[src/utf8_dfa_decoder_unit_defines.svh]
// Assertion macros for the UTF-8 decoder unit
`ifndef UTF8_DFA_DECODER_UNIT_DEFINES_SVH
`define UTF8_DFA_DECODER_UNIT_DEFINES_SVH

// Same-cycle implication, disabled during reset
`define UDD_ASSERT_NOW(label, clk, rst_n, ante, cons, msg) \
	label: assert property (@(posedge clk) disable iff (!(rst_n)) (ante) |-> (cons)) \
		else $error(msg);

// Next-cycle implication, disabled during reset
`define UDD_ASSERT_NEXT(label, clk, rst_n, ante, cons, msg) \
	label: assert property (@(posedge clk) disable iff (!(rst_n)) (ante) |=> (cons)) \
		else $error(msg);

`endif

[src/udd_pkg.sv]
`default_nettype none

package udd_pkg;

	typedef logic [3:0] udd_state_t;
	typedef logic [3:0] udd_class_t;

	localparam udd_state_t ST_ACCEPT = 4'd0;
	localparam udd_state_t ST_REJECT = 4'd1;
	localparam udd_state_t ST_LAST   = 4'd8;

	localparam int CP_W = 21;

	// Byte classes
	localparam udd_class_t CL_ASCII   = 4'h0;
	localparam udd_class_t CL_CONT_8X = 4'h1;
	localparam udd_class_t CL_LEAD2   = 4'h2;
	localparam udd_class_t CL_LEAD3   = 4'h3;
	localparam udd_class_t CL_ED      = 4'h4;
	localparam udd_class_t CL_F4      = 4'h5;
	localparam udd_class_t CL_LEAD4   = 4'h6;
	localparam udd_class_t CL_CONT_AB = 4'h7;
	localparam udd_class_t CL_INVALID = 4'h8;
	localparam udd_class_t CL_CONT_9X = 4'h9;
	localparam udd_class_t CL_E0      = 4'hA;
	localparam udd_class_t CL_F0      = 4'hB;

	// Transition table, indexed [state][class]
	localparam udd_state_t NEXT_STATE [9][16] = '{
		'{4'd0,4'd1,4'd2,4'd3,4'd5,4'd8,4'd7,4'd1,4'd1,4'd1,4'd4,4'd6,4'd1,4'd1,4'd1,4'd1},
		'{4'd1,4'd1,4'd1,4'd1,4'd1,4'd1,4'd1,4'd1,4'd1,4'd1,4'd1,4'd1,4'd1,4'd1,4'd1,4'd1},
		'{4'd1,4'd0,4'd1,4'd1,4'd1,4'd1,4'd1,4'd0,4'd1,4'd0,4'd1,4'd1,4'd1,4'd1,4'd1,4'd1},
		'{4'd1,4'd2,4'd1,4'd1,4'd1,4'd1,4'd1,4'd2,4'd1,4'd2,4'd1,4'd1,4'd1,4'd1,4'd1,4'd1},
		'{4'd1,4'd1,4'd1,4'd1,4'd1,4'd1,4'd1,4'd2,4'd1,4'd1,4'd1,4'd1,4'd1,4'd1,4'd1,4'd1},
		'{4'd1,4'd2,4'd1,4'd1,4'd1,4'd1,4'd1,4'd1,4'd1,4'd2,4'd1,4'd1,4'd1,4'd1,4'd1,4'd1},
		'{4'd1,4'd1,4'd1,4'd1,4'd1,4'd1,4'd1,4'd3,4'd1,4'd3,4'd1,4'd1,4'd1,4'd1,4'd1,4'd1},
		'{4'd1,4'd3,4'd1,4'd1,4'd1,4'd1,4'd1,4'd3,4'd1,4'd3,4'd1,4'd1,4'd1,4'd1,4'd1,4'd1},
		'{4'd1,4'd3,4'd1,4'd1,4'd1,4'd1,4'd1,4'd1,4'd1,4'd1,4'd1,4'd1,4'd1,4'd1,4'd1,4'd1}
	};

	// Map a raw byte to its class
	function automatic udd_class_t byte_class(input logic [7:0] b);
		udd_class_t c;
		if (b <= 8'h7F)       c = CL_ASCII;
		else if (b <= 8'h8F)  c = CL_CONT_8X;
		else if (b <= 8'h9F)  c = CL_CONT_9X;
		else if (b <= 8'hBF)  c = CL_CONT_AB;
		else if (b <= 8'hC1)  c = CL_INVALID;
		else if (b <= 8'hDF)  c = CL_LEAD2;
		else if (b == 8'hE0)  c = CL_E0;
		else if (b == 8'hED)  c = CL_ED;
		else if (b <= 8'hEF)  c = CL_LEAD3;
		else if (b == 8'hF0)  c = CL_F0;
		else if (b <= 8'hF3)  c = CL_LEAD4;
		else if (b == 8'hF4)  c = CL_F4;
		else                  c = CL_INVALID;
		return c;
	endfunction

endpackage

`default_nettype wire

[src/utf8_dfa_decoder_unit.sv]
// A byte accepted on the input is held in the input register; its result (if any) then goes to the result register.
// One byte per cycle while the output is not stalled, set by the update of the DFA state register.
// Reset (arst_n low, asynchronous): both stages empty, DFA in accept, partial code zero.
`default_nettype none
`include "utf8_dfa_decoder_unit_defines.svh"

module utf8_dfa_decoder_unit
	import udd_pkg::*;
(
	input  wire logic        clk,
	input  wire logic        arst_n,
	input  wire logic        s_tvalid,
	output logic             s_tready,
	input  wire logic [7:0]  s_tdata,   // [7:0] byte_in
	input  wire logic        s_tlast,   // end_of_text
	output logic             m_tvalid,
	input  wire logic        m_tready,
	output logic [23:0]      m_tdata,   // [20:0] code_point, [23:21] zero
	output logic             m_tuser    // is_error
);

	// Input stage
	logic             valid_s1;
	logic [7:0]       byte_s1;
	logic             last_s1;

	// Decoder state
	udd_state_t       state_q;
	logic [CP_W-1:0]  partial_q;

	// Result register
	logic             out_valid_q;
	logic [CP_W-1:0]  out_code_q;
	logic             out_err_q;

	logic             out_free;
	logic             advance;
	udd_class_t       cls;
	udd_state_t       ns;
	logic [CP_W-1:0]  pc_next;
	logic             emit_ok;
	logic             emit_err;

	// Flow control
	assign out_free = !out_valid_q || m_tready;
	assign advance  = valid_s1 && out_free;
	assign s_tready = !valid_s1 || advance;

	// One DFA step
	always_comb begin
		cls = byte_class(byte_s1);
		if (state_q > ST_LAST) begin
			ns      = ST_REJECT;
			pc_next = partial_q;
		end else begin
			ns = NEXT_STATE[state_q][cls];
			if (state_q == ST_ACCEPT) begin
				pc_next = {{(CP_W-8){1'b0}}, byte_s1 & (8'hFF >> cls)};
			end else begin
				pc_next = {partial_q[CP_W-7:0], byte_s1[5:0]};
			end
		end
		emit_ok  = (ns == ST_ACCEPT);
		emit_err = !emit_ok && ((ns == ST_REJECT) || last_s1);
	end

	// Input register
	always_ff @(posedge clk or negedge arst_n) begin
		if (!arst_n) begin
			valid_s1 <= 1'b0;
		end else if (s_tready) begin
			valid_s1 <= s_tvalid;
		end
	end

	always_ff @(posedge clk) begin
		if (s_tready) begin
			byte_s1 <= s_tdata;
			last_s1 <= s_tlast;
		end
	end

	// DFA state update
	always_ff @(posedge clk or negedge arst_n) begin
		if (!arst_n) begin
			state_q   <= ST_ACCEPT;
			partial_q <= '0;
		end else if (advance) begin
			if (emit_ok || emit_err) begin
				state_q   <= ST_ACCEPT;
				partial_q <= '0;
			end else begin
				state_q   <= ns;
				partial_q <= pc_next;
			end
		end
	end

	// Result register
	always_ff @(posedge clk or negedge arst_n) begin
		if (!arst_n) begin
			out_valid_q <= 1'b0;
		end else if (out_free) begin
			out_valid_q <= advance && (emit_ok || emit_err);
		end
	end

	always_ff @(posedge clk) begin
		if (advance) begin
			out_code_q <= emit_ok ? pc_next : '0;
			out_err_q  <= !emit_ok;
		end
	end

	assign m_tvalid = out_valid_q;
	assign m_tdata  = {3'b000, out_code_q};
	assign m_tuser  = out_err_q;

	// Checks
	`UDD_ASSERT_NOW(a_err_zero, clk, arst_n, m_tvalid && m_tuser, m_tdata[20:0] == 21'd0, "error result carries nonzero code point")
	`UDD_ASSERT_NOW(a_state_range, clk, arst_n, 1'b1, state_q <= ST_LAST && state_q != ST_REJECT, "DFA holds an illegal state")
	`UDD_ASSERT_NOW(a_accept_clear, clk, arst_n, state_q == ST_ACCEPT, partial_q == '0, "partial code not cleared in accept")
	`UDD_ASSERT_NOW(a_scalar, clk, arst_n, m_tvalid && !m_tuser, (m_tdata[20:0] <= 21'h10FFFF) && !((m_tdata[20:0] >= 21'h00D800) && (m_tdata[20:0] <= 21'h00DFFF)), "emitted value is not a scalar value")
	`UDD_ASSERT_NEXT(a_s1_hold, clk, arst_n, valid_s1 && !out_free, valid_s1 && $stable(byte_s1) && $stable(last_s1), "stalled request lost in input stage")

endmodule

`default_nettype wire
[config.mk]
export PLATFORM = sky130hd
export DESIGN_NAME = utf8_dfa_decoder_unit
export DESIGN_NICKNAME = d
export VERILOG_FILES = /design/src/udd_pkg.sv /design/src/utf8_dfa_decoder_unit.sv
export VERILOG_INCLUDE_DIRS = /design/src /design/src/src
export SDC_FILE = /design/constraint.sdc
export NUM_CORES = 1
export LEC_CHECK = 0
export ABC_CLOCK_PERIOD_IN_PS = 4800
export BUFFER_PORTS_ARGS = -buffer_cell sky130_fd_sc_hd__buf_2
export CORE_ASPECT_RATIO = 1.25
export CORE_UTILIZATION = 35
export DETAILED_ROUTE_END_ITERATION = 16
export GPL_TIMING_DRIVEN = 0
export PLACE_DENSITY = 0.49
export SLEW_MARGIN = 20
export SYNTH_ARGS = -nofsm -noshare
export SYNTH_HDL_FRONTEND = slang
export SYNTH_SLANG_ARGS = --single-unit
[constraint.sdc]
create_clock -name clk -period 4.8 [get_ports clk]
set_input_delay 0.48 -clock clk [delete_from_list [all_inputs] [get_ports clk]]
set_output_delay 0.48 -clock clk [all_outputs]
set_load 0.005 [all_outputs]
## Word-level counts from Yosys, hierarchy flattened

Memories as Yosys holds them, arrays and structs flattened.
Index checks and enable logic that the tools add are counted.

| word-level totals | value |
|---|---|
| register bits after elaboration | 58 |
| ROM bits | 1024 |
| memories kept | 1 |
| input bits | 13 |
| word-level logic and storage cells | 63 |
| output and inout bits | 27 |

| operators by class | value |
|---|---|
| reductions and logical operators | 12 |
| bitwise logic cells | 3 |
| magnitude comparators | 11 |
| equality and inequality tests | 5 |
| shift operators | 1 |
| multiplexer cells | 22 |

Memories:

| name | depth | width | rd ports | clocked after memory_dff | wr ports | line | source |
|---|---|---|---|---|---|---|---|
| (name not given) | 16 | 64 | 1 | 0 | 0 | utf8_dfa_decoder_unit.sv:56 | `ns = NEXT_STATE[state_q][cls];` |

Operator list:

| operator | number |
|---|---|
| $mux W64 | 2 |
| $mux W4 | 16 |
| $mux W21 | 3 |
| $le A8 B8 Y1 const B | 7 |
| $eq A8 B8 Y1 const B | 4 |
| $bmux W4 S4 | 1 |
| $ge A5 B5 Y1 const B | 2 |
| $not A4 Y5 | 2 |
| $and A8 B8 Y8 | 1 |
| $le A8 B7 Y1 const B | 1 |
| $logic_not A4 Y1 | 2 |
| $shr A8 B4 Y8 const A | 1 |
| $eq A4 B1 Y1 const B | 1 |
| $gt A4 B4 Y1 const B | 1 |
| $logic_or A1 B1 Y1 | 4 |
| $logic_and A1 B1 Y1 | 3 |
| $logic_not A1 Y1 | 3 |

## Depth between registers and ports, before layout

Gate-level depths: netlist (run 1).

| logic depth | value |
|---|---|
| word-level depth | 23 |
| depth in mapped cells | 11 |
| gate-level depth less buffers | 8 |

## Least setup slack after synthesis (run 1)

No wires, ideal clock.

| path | value |
|---|---|
| path kind | reg-to-reg |
| from | register byte_s1[2] |
| to | register out_code_q[12] (data pin) |
| stages on the path, launching flop included | 11 |
| arrival time | 2655 ps |
| path buffers | 2 |
| setup slack | 1854 ps |
| setup time | 291 ps |
| required time | 4509 ps |
| period minus slack after synthesis | 2946 ps |
| cells stage by stage | edfxtp_1 buf_6 or4_4 and4_1 o31ai_4 mux2_2 a221o_1 a21o_1 nand3_4 buf_6 a311oi_2 |

| between the ends | value |
|---|---|
| cells in the longest elaborated chain, start to end | 19 |
| elaborated cells on any way between the ends | 30 |
| those cells by class | order compare (8); eq/ne (4); mux (16); bitwise (1); reduce/logical (1) |

Ends and longest elaborated chain:

| what | line | source |
|---|---|---|
| start, declared | utf8_dfa_decoder_unit.sv:24 | `logic [7:0] byte_s1;` |
| start signal, assigned | utf8_dfa_decoder_unit.sv:78 | `byte_s1 <= s_tdata;` |
| parallel branches: the longest is 12 deep, another holds $le A8 B8 Y1 | -- |  |
| $mux W4 (*) | udd_pkg.sv:44 | `if (b <= 8'h7F) c = CL_ASCII;` |
| $not A4 Y5 (not written as such) (*) | utf8_dfa_decoder_unit.sv:56 |  |
| $bmux W4 S4 (*) | utf8_dfa_decoder_unit.sv:56 |  |
| $mux W4 (not written as such) (*) (2 in a row) | utf8_dfa_decoder_unit.sv:56 |  |
| $mux W4 (*) | utf8_dfa_decoder_unit.sv:52 | `if (state_q > ST_LAST) begin` |
| $logic_not A4 Y1 (*) | utf8_dfa_decoder_unit.sv:63 | `emit_ok = (ns == ST_ACCEPT);` |
| end signal, assigned | utf8_dfa_decoder_unit.sv:110 | `out_code_q <= emit_ok ? pc_next : '0;` |
| end, declared | utf8_dfa_decoder_unit.sv:33 | `logic [CP_W-1:0] out_code_q;` |

Every way passes the cells marked *. The select of a mux whose other input is x is not followed.
A chain may end at the register's enable or synchronous reset.

## Final worst setup path (run 1)

| path | value |
|---|---|
| from | register byte_s1[3] |
| to | register out_code_q[5] (data pin) |

| between the ends | value |
|---|---|
| cells in the longest elaborated chain, start to end | 19 |
| elaborated cells on any way between the ends | 34 |
| those cells by class | order compare (8); eq/ne (4); shift (1); mux (18); bitwise (2); reduce/logical (1) |

Ends and longest elaborated chain:

| what | line |
|---|---|
| parallel branches: the longest is 12 deep, another holds $le A8 B8 Y1 | -- |
| $mux W4 (*) | udd_pkg.sv:44 |
| $not A4 Y5 (not written as such) | utf8_dfa_decoder_unit.sv:56 |
| $bmux W4 S4 | utf8_dfa_decoder_unit.sv:56 |
| $mux W4 (not written as such) (2 in a row) | utf8_dfa_decoder_unit.sv:56 |
| $mux W4 | utf8_dfa_decoder_unit.sv:52 |
| $logic_not A4 Y1 | utf8_dfa_decoder_unit.sv:63 |

Marked as above.

==> impl_metrics.py, run 1 <==
metrics = {
    "synth": {
        "synth_enable_flop_cells": 31,
        "synthArstFlopShare_pct": 46.6,
        "synthTopCellsByArea": "edfxtp_1, dfrtp_1, nand2_1",
        "synth_top_area_share_pct": 27.0,
        "synth_cell_types": 57,
        "synth_ff_type": "edfxtp_1",
        "synth_seq_cells": 58,
        "yosysWarningCount": 0,
        "synth_area_leader_cell": "edfxtp_1",
        "synth_cells": 364,
        "ys_seq_area_share_pct": 46.7,
        "avgSynthCellArea_sq_um": 9.46,
        "syn-cell-area_sq_um": 3440,
    },
    "sta": {
        "fmax_mhz": 309,
        "finalWorstSetupSlack_ns": 1.57,
        "fin_crit_sh_pct": 67.4,
        "hold_violations": 0,
        "hold-worst-slack_ns": 0.167,
        "slew_violations": 0,
        "relSlewSlack_pct": 30.1,
        "finalSetupViolCount": 0,
        "rsz0062_at_grt": "false",
        "min_period_ns": 3.23,
        "final.setup_skew_ns": 0.00719,
        "tns_ns": 0,
        "worstMarginPinSlew_ns": 1.05,
    },
    "power": {
        "ir_drop_v": 0.000187,
        "p_leak_nw": 1.56,
        "power.density_nw_per_um2": 471,
    },
    "global_route": {
        "globalRouteMet2Util_pct": 33.1,
        "first_global_vias": 2853,
        "met1_usage_pct": 21.8,
        "grt_overflow": 0,
        "use_met3_pct": 3.56,
        "track_usage_pct": 18.8,
        "grt_busiest_layer": "met2",
        "antenna_found_initial": 0,
        "grt_max_degree": 28,
        "grt_pass1_wl_um": 14800,
    },
    "detailed_routing": {
        "drt_iter0_markers": 133,
        "detail_route.first_pass.iterations": 4,
        "via_per_inst": 5.43,
        "drtAntennaViolNets": 0,
        "route.detailed.drc": 0,
        "vias": 2956,
        "post_drt_wl_per_cell_um": 17.0,
        "routed_wl_um": 9230,
    },
    "placement": {
        "dp_cells": 528,
        "dp_hpwl_um": 6360,
        "buffer_ports.inserted": 36,
        "placed_area_sq_um": 3790,
        "pre_cts_ws_ns": 1.54,
        "gp_congestion": 0.805,
    },
    "critical_path": {
        "slowest_stage": "o21ai_0",
        "slowest_delay_ns": 0.60,
        "cp-start-kind": "flip-flop",
        "cp-end-kind": "flip-flop",
        "crit_type": "flip-flop to flip-flop",
        "cp_max_fo": 10,
        "arrival_ns": 3.34,
        "cp_top_family": "compound AO/OA/AOI/OAI gates",
        "path_buf_inv": 1,
        "required_ns": 4.90,
        "cp_cell_sequence": "clkbuf_1, nor4_1, nor3_1, o21ai_0, nor3_1, a311o_1, o21ai_4, nand3_4, nor4_1",
    },
    "cts": {
        "cts_hold_repair.buffers": 0,
        "cts.sink_count": 58,
        "cts_buffers": 9,
        "post-cts-setup-buffers": 0,
        "tritoncts": "done",
        "clock_path_buffers": 2,
        "cts.repair.resized": 0,
        "clkLatencyLatePin_ns": 0.33,
        "root_buffer": "clkbuf_16",
        "cts_max_level": 3,
        "clk_pin_slew_ns": 0.05,
    },
    "final_layout": {
        "fillers": 982,
        "syn_to_final_growth_pct": 18.1,
        "fin_cells": 544,
        "drive_gt1_share_pct": 18.7,
        "design_area_sq_um": 4070,
        "nNetsFinal": 426,
        "antennaDiodeCount": 0,
    },
    "floorplanning": {
        "boundaryPins": 40,
        "die_w_um": 90.7,
        "dieArea_sq_um": 10200,
        "initial_utilization_pct": 35.8,
        "die_h_um": 113,
        "coreArea_sq_um": 9610,
        "std_cell_rows": 40,
    },
    "status": {
        "status": "finished, final reports clean",
    },
    "job": {
        "cap_violations": 0,
    },
    "hold_path": {
        "hold_path_class": "input port to async pin",
    },
}
kinds of logic (layout without fill, tap and decap cells):
group	count (synthesis)	after routing	synth area share [%]
compound gates	125	125	28.2
buf+inv	38	90	5.63
flops	58	58	46.7
mux	1	1	0.327
other cells	1	3	0.109
simple gates	141	141	19.0
cell usage after synthesis (3+ instances only):
| cell type | instances |
|---|---|
| nand2_1 | 72 |
| nor2_1 | 32 |
| edfxtp_1 | 31 |
| o21ai_0 | 28 |
| dfrtp_1 | 27 |
| clkbuf_1 | 23 |
| a22o_1 | 21 |
| a21oi_1 | 18 |
| a21boi_0 | 14 |
| a311oi_2 | 9 |
| a31oi_1 | 6 |
| buf_6 | 5 |
| inv_1 | 5 |
| nor3_1 | 5 |
| nor4_1 | 4 |
| and2_1 | 3 |
| buf_4 | 3 |
| nand2b_1 | 3 |
| nand4_1 | 3 |
| o211ai_1 | 3 |
cells in the final DEF (no fill, tap or decap), types with 2 or more instances in the layout:
cell,n
nand4_1,3
nand2b_1,3
o211ai_1,3
o211a_1,2
clkbuf_16,9
nand4b_1,2
a31o_2,2
and3_1,2
clkinv_1,3
a211oi_1,2
and2_1,3
o22ai_1,2
o31ai_1,2
nor4_1,4
dfrtp_1,27
a22o_1,21
nor3_1,5
nand3_1,2
a31oi_1,6
nor2b_1,2
a211o_1,2
edfxtp_1,31
conb_1,3
o21ai_0,28
buf_4,3
buf_2,38
a21boi_0,14
buf_6,5
nand2_1,72
nor2_1,32
clkbuf_1,25
a311oi_2,9
inv_1,5
nor3_2,2
a21oi_1,18
registers in the layout, summed over array words and instances, names as in the netlist:
name and count:
m_tuser 1, valid_s1 1, out_code_q 21, byte_s1 8
partial_q 21, state_q 4, last_s1 1, m_tvalid 1
path summary, 6_finish.rpt:
path                                            from                     endpoint  slack [ns]  cells past startpoint
min                                           arst_n    partial_q[15]$_DFFE_PN0P_        0.17                      1
max in group asynchronous                     arst_n     partial_q[2]$_DFFE_PN0P_        4.21                      1
min in group clk                          s_tdata[0]         byte_s1[0]$_DFFE_PP_        0.32                      1
max                             byte_s1[3]$_DFFE_PP_  out_code_q[5]$_SDFFCE_PP0P_        1.57                      9
min reg2reg                partial_q[17]$_DFFE_PN0P_    partial_q[17]$_DFFE_PN0P_        0.50                      1
max reg2reg                     byte_s1[3]$_DFFE_PP_  out_code_q[5]$_SDFFCE_PP0P_        1.57                      9
layer usage:
layer,vias up,routed length [um]
li1,1442,-
met1,1429,3930
met2,70,4810
met3,15,312
met4,0,178
met5,-,0
cell type report:
class	count	area [sq um]	share of cell area (%)
sequential	58	1610	39.5
timing repair buffer	36	180	4.43
clock inverter	5	46.3	1.14
clock buffer	11	233	5.72
multi-input combinational	270	1650	40.6
tap	126	158	3.88
inverter	5	18.8	0.462
buffer	33	175	4.31
power breakdown:
group / internal, mW / total (mW) / leakage (nW) / switching (mW)
Combinational: 0.198 / 0.650 / 0.745 / 0.452
Sequential: 0.606 / 0.650 / 0.681 / 0.0437
Clock: 0.395 / 0.613 / 0.136 / 0.218
Total: 1.20 / 1.91 / 1.56 / 0.714
metrics by stage:
| step | util [%] | total power, mW |
|---|---|---|
| 2_1_floorplan | - | 1.09 |
| 4_1_cts | 42.3 | 1.93 |
| 3_3_place_gp | 39.4 | 1.31 |
| 6_report | 42.3 | 1.91 |
| 3_5_place_dp | 39.4 | 1.31 |
| 5_1_grt | 42.3 | 2.02 |
No activity file was read; power rests on OpenSTA's default activity.
==> run 2: changes to the inputs <==
--- a/config.mk
+++ b/config.mk
@@ -6,7 +6,7 @@
 export SDC_FILE = /design/constraint.sdc
 export NUM_CORES = 1
 export LEC_CHECK = 0
-export ABC_CLOCK_PERIOD_IN_PS = 4800
+export ABC_CLOCK_PERIOD_IN_PS = 3100
 export BUFFER_PORTS_ARGS = -buffer_cell sky130_fd_sc_hd__buf_2
 export CORE_ASPECT_RATIO = 1.25
 export CORE_UTILIZATION = 35
==> constraint.sdc (replaced) <==
create_clock -name clk -period 3.1 [get_ports clk]
set_input_delay 0.31 -clock clk [delete_from_list [all_inputs] [get_ports clk]]
set_output_delay 0.31 -clock clk [all_outputs]
set_load 0.005 [all_outputs]
==> impl_metrics.py, run 2 (synthesized netlist as in run 1, its figures left out) <==
metrics = {
    "hold_path": {
        "hold_path_class": "input port to async pin",
    },
    "detailed_routing": {
        "via_per_inst": 5.41,
        "drt_iter0_markers": 117,
        "post_drt_wl_per_cell_um": 16.9,
        "drtAntennaViolNets": 0,
        "route.detailed.drc": 0,
        "detail_route.first_pass.iterations": 4,
        "vias": 2963,
        "routed_wl_um": 9250,
    },
    "sta": {
        "relSlewSlack_pct": 30.4,
        "fin_crit_sh_pct": 96.8,
        "worstMarginPinSlew_ns": 1.04,
        "slew_violations": 0,
        "hold-worst-slack_ns": -0.00285,
        "tns_ns": 0,
        "final.setup_skew_ns": 0.0101,
        "hold_violations": 4,
        "fmax_mhz": 333,
        "finalSetupViolCount": 0,
        "rsz0062_at_grt": "false",
        "min_period_ns": 3.00,
    },
    "floorplanning": {
        "die_h_um": 113,
        "coreArea_sq_um": 9610,
        "std_cell_rows": 40,
        "dieArea_sq_um": 10200,
        "boundaryPins": 40,
        "die_w_um": 90.7,
        "initial_utilization_pct": 35.8,
    },
    "global_route": {
        "first_global_vias": 2847,
        "track_usage_pct": 18.9,
        "antenna_found_initial": 0,
        "grt_pass1_wl_um": 14900,
        "grt_overflow": 0,
        "grt_max_degree": 28,
    },
    "power": {
        "power.density_nw_per_um2": 727,
        "ir_drop_v": 0.000289,
        "power_mw": 3.01,
        "p_leak_nw": 1.60,
    },
    "critical_path": {
        "slowest_stage": "or4_4",
        "cp_max_fo": 10,
        "slowest_delay_ns": 0.52,
        "arrival_ns": 3.03,
        "crit_type": "flip-flop to flip-flop",
        "cp-end-kind": "flip-flop",
        "cp_top_family": "simple AND/OR/NAND/NOR gates",
        "required_ns": 3.13,
        "path_buf_inv": 2,
        "cp_cell_sequence": "buf_6, or4_4, and4_4, o31ai_4, mux2_4, a221o_1, a21o_1, nand3_4, buf_12, a311oi_2",
        "cp-start-kind": "flip-flop",
    },
    "final_layout": {
        "multi_input_area_sq_um": 1680,
        "antennaDiodeCount": 0,
        "reg.largest.list": "out_code_q: 21 flops, partial_q: 21 flops, byte_s1: 8 flops",
        "syn_to_final_growth_pct": 20.2,
        "fillers": 978,
        "layout_commonest_cell": "nand2_1",
        "fin_util_pct": 43.1,
        "regArea_sq_um": 1610,
        "drive_gt1_share_pct": 21.3,
        "fin_cells": 548,
        "mostFrequentLayoutCells": "nand2_1, buf_2, nor2_1",
        "nNetsFinal": 430,
    },
    "cts": {
        "root_buffer": "clkbuf_16",
        "cts_buffers": 9,
        "clock_path_buffers": 2,
        "cts_hold_repair.buffers": 0,
        "cts.sink_count": 58,
        "clkLatencyLatePin_ns": 0.33,
        "clk_pin_slew_ns": 0.05,
        "cts_max_level": 3,
        "tritoncts": "done",
    },
    "status": {
        "status": "finished, violations left",
        "violations": "hold timing",
    },
    "job": {
        "cap_violations": 0,
    },
    "placement": {
        "dp_cells": 528,
        "gp_congestion": 0.805,
        "buffer_ports.inserted": 36,
        "dp_hpwl_um": 6360,
    },
}
run 2: cell types whose count changed in the layout (fill, tap and decap cells not counted), moves of 2 or more:
cell      delta
buf_4        +5
clkbuf_1     -3
clkbuf_2     +2
nor4_1       -2
nor4_2       +2
o21ai_0      -2
run 2: routing by layer:
layer | share of wire, % | track usage [%] | up-vias | wire (um)
li1 | - | - | 1453 | -
met1 | 42 | 21.8 | 1421 | 3860
met2 | 52 | 33.4 | 77 | 4860
met3 | 4.3 | 3.56 | 12 | 394
met4 | 1.5 | 9.35 | 0 | 142
met5 | 0 | 0 | - | 0
run 2: metrics by stage:
| step | worst slack [ns] | instance area [sq um] |
|---|---|---|
| after floorplan | 0.154 | 3450 |
| after global placement | -0.159 | 3790 |
| after detailed placement | -0.157 | 3790 |
| after CTS | -0.0318 | 4070 |
| after global routing | 0.0204 | 4140 |
| final | 0.0983 | 4140 |
run 2: layout make-up:
cell class | count | area share (%)
multi-input cells | 270 | 40.5
flip-flops and latches | 58 | 38.8
clock buffers | 11 | 5.62
repair buffers | 41 | 5.26
plain buffers | 32 | 4.41
well taps | 126 | 3.81
clock inverters | 5 | 1.12
inverters | 5 | 0.453
run 2: report_power, final:
part / total, mW / leakage, nW / internal, mW / switching [mW]
combinational: 1.05 / 0.785 / 0.342 / 0.708
sequential: 1.01 / 0.681 / 0.939 / 0.0728
clock: 0.946 / 0.136 / 0.611 / 0.335
run 2: path summary, 6_finish.rpt:
kind,slack (ns),from,cells past startpoint,endpoint
max,0.1,byte_s1[2]$_DFFE_PP_,10,out_code_q[17]$_SDFFCE_PP0P_
min,-0.003,arst_n,1,partial_q[15]$_DFFE_PN0P_
max reg2reg,0.1,byte_s1[2]$_DFFE_PP_,10,out_code_q[17]$_SDFFCE_PP0P_
min reg2reg,0.50,partial_q[17]$_DFFE_PN0P_,1,partial_q[17]$_DFFE_PN0P_
max in group asynchronous,2.68,arst_n,1,partial_q[2]$_DFFE_PN0P_
min in group clk,0.16,s_tdata[7],1,byte_s1[7]$_DFFE_PP_
run 2: timing repair:
action,in CTS,in global routing
pin swaps,1,5
resized for setup,1,14
buffers inserted,1,4
endpoints found under the setup margin,20,40
==> run 3: changes to the inputs <==
--- a/config.mk
+++ b/config.mk
@@ -9,6 +9,7 @@
 export ABC_CLOCK_PERIOD_IN_PS = 3100
 export BUFFER_PORTS_ARGS = -buffer_cell sky130_fd_sc_hd__buf_2
 export CORE_ASPECT_RATIO = 1.25
+export CORE_MARGIN = 8
 export CORE_UTILIZATION = 35
 export DETAILED_ROUTE_END_ITERATION = 16
 export GPL_TIMING_DRIVEN = 0
==> impl_metrics.py, run 3 (synthesized netlist as in run 1, its figures left out) <==
metrics = {
    "critical_path": {
        "required_ns": 3.13,
        "cp-end-kind": "flip-flop",
        "cp_max_fo": 10,
        "slowest_delay_ns": 0.53,
        "crit_top_cell": "buf_4",
        "arrival_ns": 3.03,
        "cp-start-kind": "flip-flop",
        "cp_cell_sequence": "buf_6, or4_4, o211a_1, o211ai_4, buf_4, buf_4, nor4b_1, a221o_1, a21o_1, nand3_4, buf_12, a311oi_2",
        "slowest_stage": "or4_4",
        "crit_type": "flip-flop to flip-flop",
    },
    "power": {
        "p_leak_nw": 1.61,
        "ir_drop_v": 0.000269,
        "power.density_nw_per_um2": 726,
    },
    "detailed_routing": {
        "routed_wl_um": 9690,
        "route.detailed.drc": 0,
        "post_drt_wl_per_cell_um": 17.6,
        "via_per_inst": 5.43,
        "vias": 2989,
        "drtAntennaViolNets": 0,
        "drt_iter0_markers": 132,
        "detail_route.first_pass.iterations": 4,
    },
    "placement": {
        "pre_cts_ws_ns": -0.173,
        "gp_congestion": 0.812,
        "dp_hpwl_um": 6630,
        "buffer_ports.inserted": 36,
        "placed_area_sq_um": 3790,
    },
    "hold_path": {
        "hold_path_class": "input port to async pin",
    },
    "final_layout": {
        "mostFrequentLayoutCells": "nand2_1, buf_2, nor2_1, edfxtp_1",
        "reg.largest.list": "out_code_q: 21 flops, partial_q: 21 flops, byte_s1: 8 flops",
        "antennaDiodeCount": 0,
        "fillers": 962,
        "syn_to_final_growth_pct": 21.3,
        "multi_input_area_sq_um": 1700,
        "layout_commonest_cell": "nand2_1",
        "drive_gt1_share_pct": 22.4,
        "design_area_sq_um": 4180,
        "regArea_sq_um": 1610,
        "nNetsFinal": 432,
    },
    "floorplanning": {
        "die_w_um": 105,
        "coreArea_sq_um": 9610,
        "boundaryPins": 40,
        "dieArea_sq_um": 13300,
        "initial_utilization_pct": 35.8,
        "std_cell_rows": 40,
        "die_h_um": 127,
    },
    "sta": {
        "hold_violations": 0,
        "rsz0062_at_grt": "true",
        "finalWorstSetupSlack_ns": 0.105,
        "finalSetupViolCount": 0,
        "relSlewSlack_pct": 29.3,
        "fmax_mhz": 334,
        "fin_crit_sh_pct": 96.6,
        "min_period_ns": 3.00,
        "worstMarginPinSlew_ns": 1.06,
        "final.setup_skew_ns": 0.00537,
        "slew_violations": 0,
        "tns_ns": 0,
    },
    "cts": {
        "clock_path_buffers": 2,
        "tritoncts": "done",
        "cts_buffers": 9,
        "cts.sink_count": 58,
        "clkLatencyLatePin_ns": 0.33,
        "clk_pin_slew_ns": 0.05,
        "cts_hold_repair.buffers": 0,
        "cts_max_level": 3,
        "root_buffer": "clkbuf_16",
    },
    "global_route": {
        "antenna_found_initial": 0,
        "grt_max_degree": 28,
        "grt_overflow": 0,
        "first_global_vias": 2949,
        "grt_pass1_wl_um": 15600,
        "track_usage_pct": 15.0,
    },
    "job": {
        "cap_violations": 0,
    },
    "status": {
        "status": "finished, final reports clean",
    },
}
run 3: stage by stage:
step / total power, mW / cells / hold slack, ns / utilization [%]
2_1_floorplan: 1.69 / 366 / 0.0144 / -
3_3_place_gp: 2.04 / 528 / 0.374 / 39.4
5_1_grt: 3.19 / 550 / 0.0647 / 43.5
4_1_cts: 3.03 / 545 / 0.0200 / 42.6
3_5_place_dp: 2.04 / 528 / 0.376 / 39.4
6_report: 3.03 / 550 / 0.00595 / 43.5
run 3: metal layers:
| metal | GRT usage (%) | up-vias | share of wire, % |
|---|---|---|---|
| li1 | - | 1455 | - |
| met1 | 16.9 | 1472 | 42 |
| met2 | 26.6 | 52 | 53 |
| met3 | 3.50 | 10 | 3.0 |
| met4 | 5.81 | 0 | 1.5 |
| met5 | 0 | - | 0 |
run 3: where the power goes:
| group | total [mW] | leakage (nW) | switching, mW | internal (mW) |
|---|---|---|---|---|
| Sequential | 1.01 | 0.681 | 0.0743 | 0.939 |
| Combinational | 1.07 | 0.798 | 0.721 | 0.350 |
| Clock | 0.950 | 0.136 | 0.338 | 0.612 |
| Total | 3.03 | 1.61 | 1.13 | 1.90 |
run 3: path summary, 6_finish.rpt:
check,startpoint,slack [ns],cells past startpoint,end
worst min-delay path,arst_n,0.006,1,valid_s1$_DFFE_PN0P_
max in group asynchronous,arst_n,2.66,1,partial_q[7]$_DFFE_PN0P_
worst max register to register,byte_s1[2]$_DFFE_PP_,0.10,12,out_code_q[17]$_SDFFCE_PP0P_
worst max-delay path,byte_s1[2]$_DFFE_PP_,0.10,12,out_code_q[17]$_SDFFCE_PP0P_
worst min register to register,partial_q[16]$_DFFE_PN0P_,0.50,1,partial_q[16]$_DFFE_PN0P_
min in group clk,s_tdata[4],0.15,1,byte_s1[4]$_DFFE_PP_
run 3: layout make-up:
cell class	instances	share of cell area (%)
timing repair buffer	43	5.57
tap	126	3.77
multi-input combinational	270	40.7
buffer	32	4.37
clock buffer	11	5.57
inverter	5	0.449
sequential	58	38.5
clock inverter	5	1.11
run 3: worst max-delay path: cells and delay by family, from the launching register on:
family | cells | cell delay [ns]
flip-flops | 1 | 0.37
buffers and inverters | 4 | 0.59
AO/OA/AOI/OAI | 5 | 1.02
AND/OR/NAND/NOR | 3 | 0.69
run 3: repair_timing:
action                     CTS  global route
setup endpoints to repair   17            40
resized for setup            5            13
buffers inserted             1             6
pin swaps                    1             2
